## config.mk

```make
export PLATFORM = sky130hd
export DESIGN_NAME = sorted_counting_multiset
export DESIGN_NICKNAME = d
export VERILOG_FILES = /design/src/rtl/core/scm_pkg.sv /design/src/rtl/core/scm_ram.sv /design/src/rtl/core/sorted_counting_multiset.sv
export SDC_FILE = /design/constraint.sdc
export NUM_CORES = 2
export LEC_CHECK = 0
export ABC_AREA = 1
export BUFFER_PORTS_ARGS = -buffer_cell sky130_fd_sc_hd__buf_2
export CORE_ASPECT_RATIO = 1.25
export CORE_MARGIN = 1.5
export CORE_UTILIZATION = 40
export DETAILED_ROUTE_END_ITERATION = 8
export PLACE_DENSITY = 0.65
export SYNTH_ARGS = -nofsm -noshare
export SYNTH_HDL_FRONTEND = slang
export SYNTH_SLANG_ARGS = --single-unit
```

## constraint.sdc

```tcl
create_clock -name clk -period 9.09 [get_ports clk]
set_input_delay 0.4545 -clock clk [delete_from_list [all_inputs] [get_ports clk]]
set_output_delay 0.4545 -clock clk [all_outputs]
set_load 0.005 [all_outputs]
```

## src/rtl/core/scm_pkg.sv

```systemverilog
// Shared constants for the sorted counting multiset.
package scm_pkg;

	localparam int TABLE_DEPTH_DEF = 64;
	localparam int COUNT_BITS_DEF  = 21;
	localparam int KEY_BITS        = 31;
	localparam int OUT_COUNT_BITS  = 20;
	localparam int TDATA_BITS      = 56;
	localparam int TUSER_BITS      = 2;

	// Largest count a result can report.
	localparam logic [OUT_COUNT_BITS-1:0] OUT_COUNT_MAX = {OUT_COUNT_BITS{1'b1}};

endpackage

```

## src/rtl/core/scm_ram.sv

```systemverilog
// Generic single-write, single-read RAM with registered read data.
module scm_ram #(
	parameter int WIDTH = 8,
	parameter int DEPTH = 16
) (
	input  logic                     clk,
	input  logic                     we,
	input  logic [$clog2(DEPTH)-1:0] waddr,
	input  logic [WIDTH-1:0]         wdata,
	input  logic [$clog2(DEPTH)-1:0] raddr,
	output logic [WIDTH-1:0]         rdata
);

	logic [WIDTH-1:0] mem [DEPTH];

	// Write port and registered read port
	always_ff @(posedge clk) begin
		if (we) begin
			mem[waddr] <= wdata;
		end
		rdata <= mem[raddr];
	end

endmodule

```

## src/rtl/core/sorted_counting_multiset.sv

```systemverilog
// Top level of the sorted counting multiset: sequencer around one table RAM.
//
//  channel | dir | handshake        | payload
//  --------+-----+------------------+---------------------------------------------
//  s_*     | in  | s_tvalid/tready  | s_tdata[31:0] number_in (signed)
//  m_*     | out | m_tvalid/tready  | m_tdata key_value, key_count; tuser; tlast
//
// Steps: an add or remove scans the sorted table, reading then comparing each
// entry, then shifts the entries behind the slot, reading then writing each one.
// A dump reads and checks each held entry in turn and waits on any output stall.
// Reset clears the entry count, the overflow flag, the sequencer and the valid flags; no clearing pass.
// Input stalls until the request is done; a dump runs one result ahead of a stalled output.
module sorted_counting_multiset #(
	parameter int TABLE_DEPTH = scm_pkg::TABLE_DEPTH_DEF,
	parameter int COUNT_BITS  = scm_pkg::COUNT_BITS_DEF
) (
	input  logic                             clk,
	input  logic                             arst_n,
	input  logic                             s_tvalid,
	output logic                             s_tready,
	input  logic [31:0]                      s_tdata,  // [31:0] number_in
	output logic                             m_tvalid,
	input  logic                             m_tready,
	output logic [scm_pkg::TDATA_BITS-1:0]   m_tdata,  // [30:0] key_value, [50:31] key_count
	output logic [scm_pkg::TUSER_BITS-1:0]   m_tuser,  // [0] item_valid, [1] table_overflow
	output logic                             m_tlast   // last_item
);

	localparam int AW = (TABLE_DEPTH > 1) ? $clog2(TABLE_DEPTH) : 1;
	localparam int CW = $clog2(TABLE_DEPTH + 1);
	localparam int KB = scm_pkg::KEY_BITS;
	localparam int OB = scm_pkg::OUT_COUNT_BITS;
	localparam int DW = KB + COUNT_BITS;
	localparam logic [CW-1:0] DEPTH_C = CW'(TABLE_DEPTH);
	localparam logic signed [COUNT_BITS-1:0] CNT_MAX = {1'b0, {(COUNT_BITS-1){1'b1}}};
	localparam logic signed [COUNT_BITS-1:0] CNT_MIN = {1'b1, {(COUNT_BITS-1){1'b0}}};
	localparam logic signed [COUNT_BITS-1:0] CNT_ONE = COUNT_BITS'(1);
	localparam logic signed [COUNT_BITS-1:0] CNT_NEG = {COUNT_BITS{1'b1}};
	localparam logic signed [32:0] OUT_MAX_EXT = 33'(scm_pkg::OUT_COUNT_MAX);

	localparam logic [3:0] ST_IDLE   = 4'd0;
	localparam logic [3:0] ST_SRD    = 4'd1;
	localparam logic [3:0] ST_SCMP   = 4'd2;
	localparam logic [3:0] ST_UPD    = 4'd3;
	localparam logic [3:0] ST_RM_RD  = 4'd4;
	localparam logic [3:0] ST_RM_WR  = 4'd5;
	localparam logic [3:0] ST_IN_RD  = 4'd6;
	localparam logic [3:0] ST_IN_WR  = 4'd7;
	localparam logic [3:0] ST_D_RD   = 4'd8;
	localparam logic [3:0] ST_D_CHK  = 4'd9;
	localparam logic [3:0] ST_D_FIN  = 4'd10;

	logic [3:0]    state_q;
	logic [CW-1:0] used_q;
	logic [CW-1:0] idx_q;
	logic [CW-1:0] pos_q;
	logic          overflow_q;
	logic [KB-1:0] key_q;
	logic          inc_q;

	logic          pend_v_q;
	logic [KB-1:0] pend_key_q;
	logic [OB-1:0] pend_cnt_q;

	logic          m_tvalid_q;
	logic [KB-1:0] out_key_q;
	logic [OB-1:0] out_cnt_q;
	logic          out_item_q;
	logic          out_ovf_q;
	logic          out_last_q;

	logic          ram_we;
	logic [AW-1:0] ram_waddr;
	logic [DW-1:0] ram_wdata;
	logic [AW-1:0] ram_raddr;
	logic [DW-1:0] ram_rdata;

	logic [KB-1:0]                  rd_key;
	logic signed [COUNT_BITS-1:0]   rd_cnt;
	logic signed [COUNT_BITS-1:0]   new_cnt;
	logic signed [32:0]             rd_cnt_ext;
	logic [OB-1:0]                  rd_cnt_cap;
	logic                           out_free;
	logic                           dump_take;
	logic                           out_load;
	logic [CW-1:0]                  idx_inc;
	logic [CW-1:0]                  idx_dec;
	logic [CW:0]                    idx_inc_w;
	logic [31:0]                    neg_in;

	scm_ram #(
		.WIDTH (DW),
		.DEPTH (TABLE_DEPTH)
	) u_table (
		.clk   (clk),
		.we    (ram_we),
		.waddr (ram_waddr),
		.wdata (ram_wdata),
		.raddr (ram_raddr),
		.rdata (ram_rdata)
	);

	// Split the entry read back and work out the count arithmetic
	assign rd_key     = ram_rdata[DW-1:COUNT_BITS];
	assign rd_cnt     = $signed(ram_rdata[COUNT_BITS-1:0]);
	assign rd_cnt_ext = 33'(rd_cnt);
	assign rd_cnt_cap = (rd_cnt_ext > OUT_MAX_EXT) ? scm_pkg::OUT_COUNT_MAX : rd_cnt_ext[OB-1:0];
	assign idx_inc    = idx_q + 1'b1;
	assign idx_dec    = idx_q - 1'b1;
	assign idx_inc_w  = {1'b0, idx_q} + 1'b1;
	assign neg_in     = ~s_tdata + 1'b1;
	assign out_free   = !m_tvalid_q || m_tready;

	// Take a positive entry into the pending slot; load the output on a handoff or close
	assign dump_take = (state_q == ST_D_CHK) && (rd_cnt > $signed(COUNT_BITS'(0)))
		&& (!pend_v_q || out_free);
	assign out_load  = (dump_take && pend_v_q) || (state_q == ST_D_FIN && out_free);

	always_comb begin
		if (inc_q) begin
			new_cnt = (rd_cnt == CNT_MAX) ? rd_cnt : rd_cnt + CNT_ONE;
		end else begin
			new_cnt = (rd_cnt == CNT_MIN) ? rd_cnt : rd_cnt - CNT_ONE;
		end
	end

	// Drive the RAM ports from the sequencer state
	always_comb begin
		ram_we    = 1'b0;
		ram_waddr = idx_q[AW-1:0];
		ram_wdata = ram_rdata;
		ram_raddr = idx_q[AW-1:0];
		unique case (state_q) inside
			ST_UPD: begin
				ram_we    = (new_cnt != '0);
				ram_wdata = {key_q, new_cnt};
			end
			ST_RM_RD, ST_RM_WR: begin
				ram_raddr = idx_inc[AW-1:0];
				ram_we    = (state_q == ST_RM_WR);
			end
			ST_IN_RD: begin
				ram_raddr = idx_dec[AW-1:0];
				ram_we    = (idx_q == pos_q);
				ram_wdata = {key_q, inc_q ? CNT_ONE : CNT_NEG};
			end
			ST_IN_WR: begin
				ram_raddr = idx_dec[AW-1:0];
				ram_we    = 1'b1;
			end
			default: begin
			end
		endcase
	end

	// Sequence each request through search, update, shift and dump steps
	always_ff @(posedge clk or negedge arst_n) begin
		if (!arst_n) begin
			state_q    <= ST_IDLE;
			used_q     <= '0;
			idx_q      <= '0;
			pos_q      <= '0;
			overflow_q <= 1'b0;
			pend_v_q   <= 1'b0;
			m_tvalid_q <= 1'b0;
		end else begin
			// load the output register, or release it once taken
			if (out_load) begin
				m_tvalid_q <= 1'b1;
			end else if (m_tready) begin
				m_tvalid_q <= 1'b0;
			end
			unique case (state_q)
				ST_IDLE: begin
					if (s_tvalid) begin
						idx_q    <= '0;
						pend_v_q <= 1'b0;
						if (s_tdata == 32'd0) begin
							state_q <= ST_D_RD;
						end else if (s_tdata != 32'h8000_0000) begin
							state_q <= ST_SRD;
						end
					end
				end
				ST_SRD: begin
					if (idx_q == used_q) begin
						// key absent and larger than all held keys
						pos_q <= idx_q;
						if (used_q == DEPTH_C) begin
							overflow_q <= 1'b1;
							state_q    <= ST_IDLE;
						end else begin
							idx_q   <= used_q;
							state_q <= ST_IN_RD;
						end
					end else begin
						state_q <= ST_SCMP;
					end
				end
				ST_SCMP: begin
					if (rd_key < key_q) begin
						idx_q   <= idx_inc;
						state_q <= ST_SRD;
					end else if (rd_key == key_q) begin
						state_q <= ST_UPD;
					end else begin
						pos_q <= idx_q;
						if (used_q == DEPTH_C) begin
							overflow_q <= 1'b1;
							state_q    <= ST_IDLE;
						end else begin
							idx_q   <= used_q;
							state_q <= ST_IN_RD;
						end
					end
				end
				ST_UPD: begin
					state_q <= (new_cnt != '0) ? ST_IDLE : ST_RM_RD;
				end
				ST_RM_RD: begin
					if (idx_inc_w >= {1'b0, used_q}) begin
						used_q  <= used_q - 1'b1;
						state_q <= ST_IDLE;
					end else begin
						state_q <= ST_RM_WR;
					end
				end
				ST_RM_WR: begin
					idx_q   <= idx_inc;
					state_q <= ST_RM_RD;
				end
				ST_IN_RD: begin
					if (idx_q == pos_q) begin
						used_q  <= used_q + 1'b1;
						state_q <= ST_IDLE;
					end else begin
						state_q <= ST_IN_WR;
					end
				end
				ST_IN_WR: begin
					idx_q   <= idx_dec;
					state_q <= ST_IN_RD;
				end
				ST_D_RD: begin
					state_q <= (idx_q == used_q) ? ST_D_FIN : ST_D_CHK;
				end
				ST_D_CHK: begin
					if (rd_cnt > $signed(COUNT_BITS'(0))) begin
						// hold until the previous pending item can leave
						if (dump_take) begin
							pend_v_q <= 1'b1;
							idx_q    <= idx_inc;
							state_q  <= ST_D_RD;
						end
					end else begin
						idx_q   <= idx_inc;
						state_q <= ST_D_RD;
					end
				end
				ST_D_FIN: begin
					if (out_free) begin
						pend_v_q   <= 1'b0;
						used_q     <= '0;
						state_q    <= ST_IDLE;
					end
				end
				default: begin
					state_q <= ST_IDLE;
				end
			endcase
		end
	end

	// Capture the request key and the dump payloads
	always_ff @(posedge clk) begin
		if (state_q == ST_IDLE && s_tvalid) begin
			key_q <= s_tdata[31] ? neg_in[KB-1:0] : s_tdata[KB-1:0];
			inc_q <= !s_tdata[31];
		end
		if (dump_take) begin
			pend_key_q <= rd_key;
			pend_cnt_q <= rd_cnt_cap;
		end
		if (dump_take && pend_v_q) begin
			out_key_q  <= pend_key_q;
			out_cnt_q  <= pend_cnt_q;
			out_item_q <= 1'b1;
			out_ovf_q  <= overflow_q;
			out_last_q <= 1'b0;
		end
		if (state_q == ST_D_FIN && out_free) begin
			out_key_q  <= pend_v_q ? pend_key_q : '0;
			out_cnt_q  <= pend_v_q ? pend_cnt_q : '0;
			out_item_q <= pend_v_q;
			out_ovf_q  <= overflow_q;
			out_last_q <= 1'b1;
		end
	end

	assign s_tready = (state_q == ST_IDLE);
	assign m_tvalid = m_tvalid_q;
	assign m_tdata  = {{(scm_pkg::TDATA_BITS-KB-OB){1'b0}}, out_cnt_q, out_key_q};
	assign m_tuser  = {out_ovf_q, out_item_q};
	assign m_tlast  = out_last_q;

	// The entry count never passes the table depth
	a_used_range: assert property (@(posedge clk) disable iff (!arst_n)
		used_q <= DEPTH_C)
		else $error("entry count above table depth");

	// Overflow stays set once raised
	a_overflow_sticky: assert property (@(posedge clk) disable iff (!arst_n)
		overflow_q |=> overflow_q)
		else $error("overflow flag cleared");

	// Table writes stay within the held entries plus one insert slot
	a_write_range: assert property (@(posedge clk) disable iff (!arst_n)
		ram_we |-> ({1'b0, ram_waddr} < {1'b0, used_q} + 1'b1))
		else $error("table write beyond held entries");

	// Closing a dump empties the table and marks the last result
	a_dump_clear: assert property (@(posedge clk) disable iff (!arst_n)
		(state_q == ST_D_FIN && out_free) |=> (used_q == '0 && m_tvalid_q && out_last_q))
		else $error("dump close did not clear table");

endmodule

```

==> reports/metrics.csv <==
stage,metric,value,unit
timing,slew_viol_final,0,
global_routing,grt_max_degree,199,
finish,finish.utilization,44.45,%
power,power.share.sequential,36.5,%
floorplanning,die_x,556.8,µm
finish,multi_input_area,0.04046,mm²
setup_path,worst_setup_path_end_kind,register,
finish,finalNetCount,13780,
yosys,avgSynthCellArea,10.97,µm²
routing,vias,102600,
setup_path,crit_buf_inv,1,
routing,wl_met2,207000,µm
finish,area_delta_synth_final,10.80,%
setup_path,crit_type,reg2reg,
yosys,synthTopCellsByArea,"edfxtp_1, nand2_1, nand3_1",
outcome,status,"complete, no violations",
cts,cts_tree,yes,
yosys,yosysSeqAreaShare,68.98,%
finish,regArea,0.1058,mm²
power,leakagePower,65.50,nW
routing,avgRoutedWirePerCell,21.86,µm
routing,drc,0,
setup_path,cpPeakStageDelay,1.10,ns
setup_path,rrSetupSlack,3.42,ns
setup_path,ff2ff_path_depth,14,
global_routing,grt_pass1_vias,97130,
yosys,synth_xor_area_share,0.2913,%
global_routing,groute.usage.overall,21.04,%
worst_hold_path,min_path_cells,4,
yosys,synthSimpleGateAreaFrac,18.59,%
yosys,synth_top_area_share,67.83,%
yosys,syn_inst,13980,
finish,drive_gt1_share,7.108,%
setup_path,critPathTopFamily,simple AND/OR/NAND/NOR gates,
setup_path,cp_cell_sequence,ha_1 > nand3_1 > nor2_4 > nand3_4 > nand3_1 > nand2_1 > nand2_1 > nor2_1 > nand3_1 > o21bai_2 > nand2_1 > nand2_4 > nor2_4 > buf_4,
power,powerDensity,369.5,mW/mm²
power,p_sw,0.02678,W
flow_run,maxCapViolCount,0,
timing,min_period,5.671,ns
floorplanning,num_rows,254,
cts,h-tree-depth,5,
power,combPwrFrac,41.8,%
power,switching_share,42.65,%
power,vdd_drop_max,393.1,µV
finish,num-fill-cells,34480,
timing,fmax,176.3,MHz
floorplanning,initial_core_util,40.11,%
timing,hold_violations,0,
setup_path,crit_fanout,31,
timing,fin_setup_tns,0,ns
routing,highest_layer,met5,
cts,cts.sinks,3545,
cts,clock_path_buffers,4,
global_routing,antenna_found_initial,12,
routing,wl_met3,30990,µm
placed_design,dp_worst_setup_slack,3.390,ns
floorplanning,core,0.3823,mm²
routing,postRouteAntennaNets,0,
timing,tightest_slew,1.362,ns
placed_design,place.gp.congestion,0.8722,
yosys,synth_top_family_by_area,simple AND/OR/NAND/NOR gates,
setup_path,crit_arrival,6.24,ns
yosys,synth_cell_types,54,
setup_path,critPathLaunchType,register,
yosys,synthAdderAreaFrac,0.4047,%
yosys,syn_area,0.1534,mm²
yosys,synth_compound_area_share,6.067,%
cts,path_clk_slew,0.07,ns
floorplanning,die-area,0.3871,mm²
global_routing,grt-ovfl-total,0,
setup_path,slowest_stage,nor2_4,
power,p_clk_share,21.7,%
finish,final_cell_mix,"nand2_1, edfxtp_1, nand3_1, inv_1, o211ai_1",
timing,slew_headroom,8.979,%
setup_path,crit_required,9.66,ns
timing,period_share,62.39,%
cts,ctsResizeCount,0,
cts,cts_root_buf,clkbuf_16,
yosys,yosysWarnings,0,
yosys,synth_edf_count,3464,
floorplanning,chipHeight,695.3,µm
routing,first_iter_violations,11010,
timing,skew,0.05598,ns
timing,layout_setup_ws,3.419,ns
routing,drtPass1Iterations,6,
placed_design,io_buffers,91,
floorplanning,io_pins,97,
yosys,ys.flop_type,edfxtp_1,
yosys,synth_top_area_cell,edfxtp_1,
routing,wl_met1,165400,µm
cts,cts_made_buffers,333,
finish,final_common_cell,nand2_1,
yosys,synthArstFlopShare,0.7898,%
placed_design,dp.cells,18450,
timing,setup_violations,0,
routing,wirelength,417000,µm
placed_design,dpl.hpwl,230300,µm
worst_hold_path,hold_class,in2reg,
routing,routed_via_density,5.379,
cts,postCtsSetupRepairBufs,0,
global_routing,grt_first_pass_wirelength,620400,µm
setup_path,cp_num_cells,14,
yosys,ys_ff_latch,3545,
power,p_int,0.03600,W
yosys,synth_mux_area_share,0.3818,%
timing,rsz0062_at_grt,no,
finish,fin_cells,19080,
cts,clkLatencyLatePin,0.96,ns
## cell type report
type                    instances  area share (%)
flip-flops and latches       3545           62.25
multi-input cells            8409           23.81
clock buffers                 433           5.296
well taps                    5120           3.770
inverters                    1056           2.345
repair buffers                350           1.694
clock inverters               163          0.8313
diodes                          4        0.005890
## through the flow
step	total power (W)	hold WS (ns)	area [µm²]
after floorplan	0.03939	0.1589	153400
after global placement	0.04887	0.4395	159200
after detailed placement	0.04915	0.4380	159200
after CTS	0.06265	0.01187	169900
after global routing	0.06580	0.02053	169900
final	0.06278	0.02950	169900
## Yosys cell counts, types with 7 or more instances
library cell,count
o211ai_1,849
buf_1,90
nand2_1,4462
o21ai_0,484
edfxtp_1,3464
mux2_2,52
nor3_1,22
xnor2_1,18
nand3_1,2021
inv_2,12
buf_6,7
clkbuf_1,558
nor2_2,7
buf_2,294
dfxtp_1,53
inv_1,1042
nand2_4,9
o22ai_1,8
buf_4,20
a21oi_1,42
dfrtp_1,28
ha_1,48
nand4_1,23
xor2_1,33
nor2_1,268
## sequential cells by signal (all words and copies together), names as in the netlist, 4 cells and up
register	count
u_table.mem	3328
out_cnt_q	20
idx_q	7
used_q	7
state_q	4
key_q	31
u_table.rdata	52
pos_q	7
pend_cnt_q	20
out_key_q	31
pend_key_q	31
## cell families after synthesis
| kind of cell | Yosys count |
|---|---|
| flip-flops | 3545 |
| other | 1 |
| AO/OA/AOI/OAI | 1415 |
| AND/OR/NAND/NOR | 6837 |
| adder cells (fa/ha/maj) | 49 |
| XOR/XNOR | 51 |
| multiplexers | 52 |
| buffers and inverters | 2027 |
## per-layer routing
layer	GRT usage (%)	vias to the layer above
li1	-	47820
met1	27.20	50000
met2	36.07	4047
met3	2.984	742
met4	7.202	10
met5	0	-
## power groups by stage
| stage | registers, W | clock network, W | logic (W) |
|---|---|---|---|
| 3_5_place_dp | 0.0232 | 0 | 0.0259 |
| 6_report | 0.0229 | 0.0136 | 0.0263 |
| 3_3_place_gp | 0.0232 | 0 | 0.0256 |
| 2_1_floorplan | 0.0233 | 0 | 0.0160 |
| 5_1_grt | 0.0229 | 0.0143 | 0.0285 |
| 4_1_cts | 0.0229 | 0.0138 | 0.0260 |
## worst min-delay path: cells and delay by family
family                 cells  cell delay [ns]
AO/OA/AOI/OAI              1             0.13
buffers and inverters      1             0.11
AND/OR/NAND/NOR            2             0.20
## worst paths after layout
path / startpoint / to
max in group asynchronous: arst_n / pos_q[4]
setup / recovery: u_table.rdata[0] / u_table.mem[37][1]
hold / removal: s_tvalid / pend_v_q
min in group asynchronous: arst_n / idx_q[0]
setup reg to reg: u_table.rdata[0] / u_table.mem[37][1]
hold reg to reg: m_tlast / m_tlast
## repair_timing
| action | CTS | global route |
|---|---|---|
| setup endpoints to repair | 0 | 0 |
| hold buffers | 31 | 0 |
| hold endpoints to repair | 58 | 0 |
Note: power is estimated with default switching activity, not from simulation.
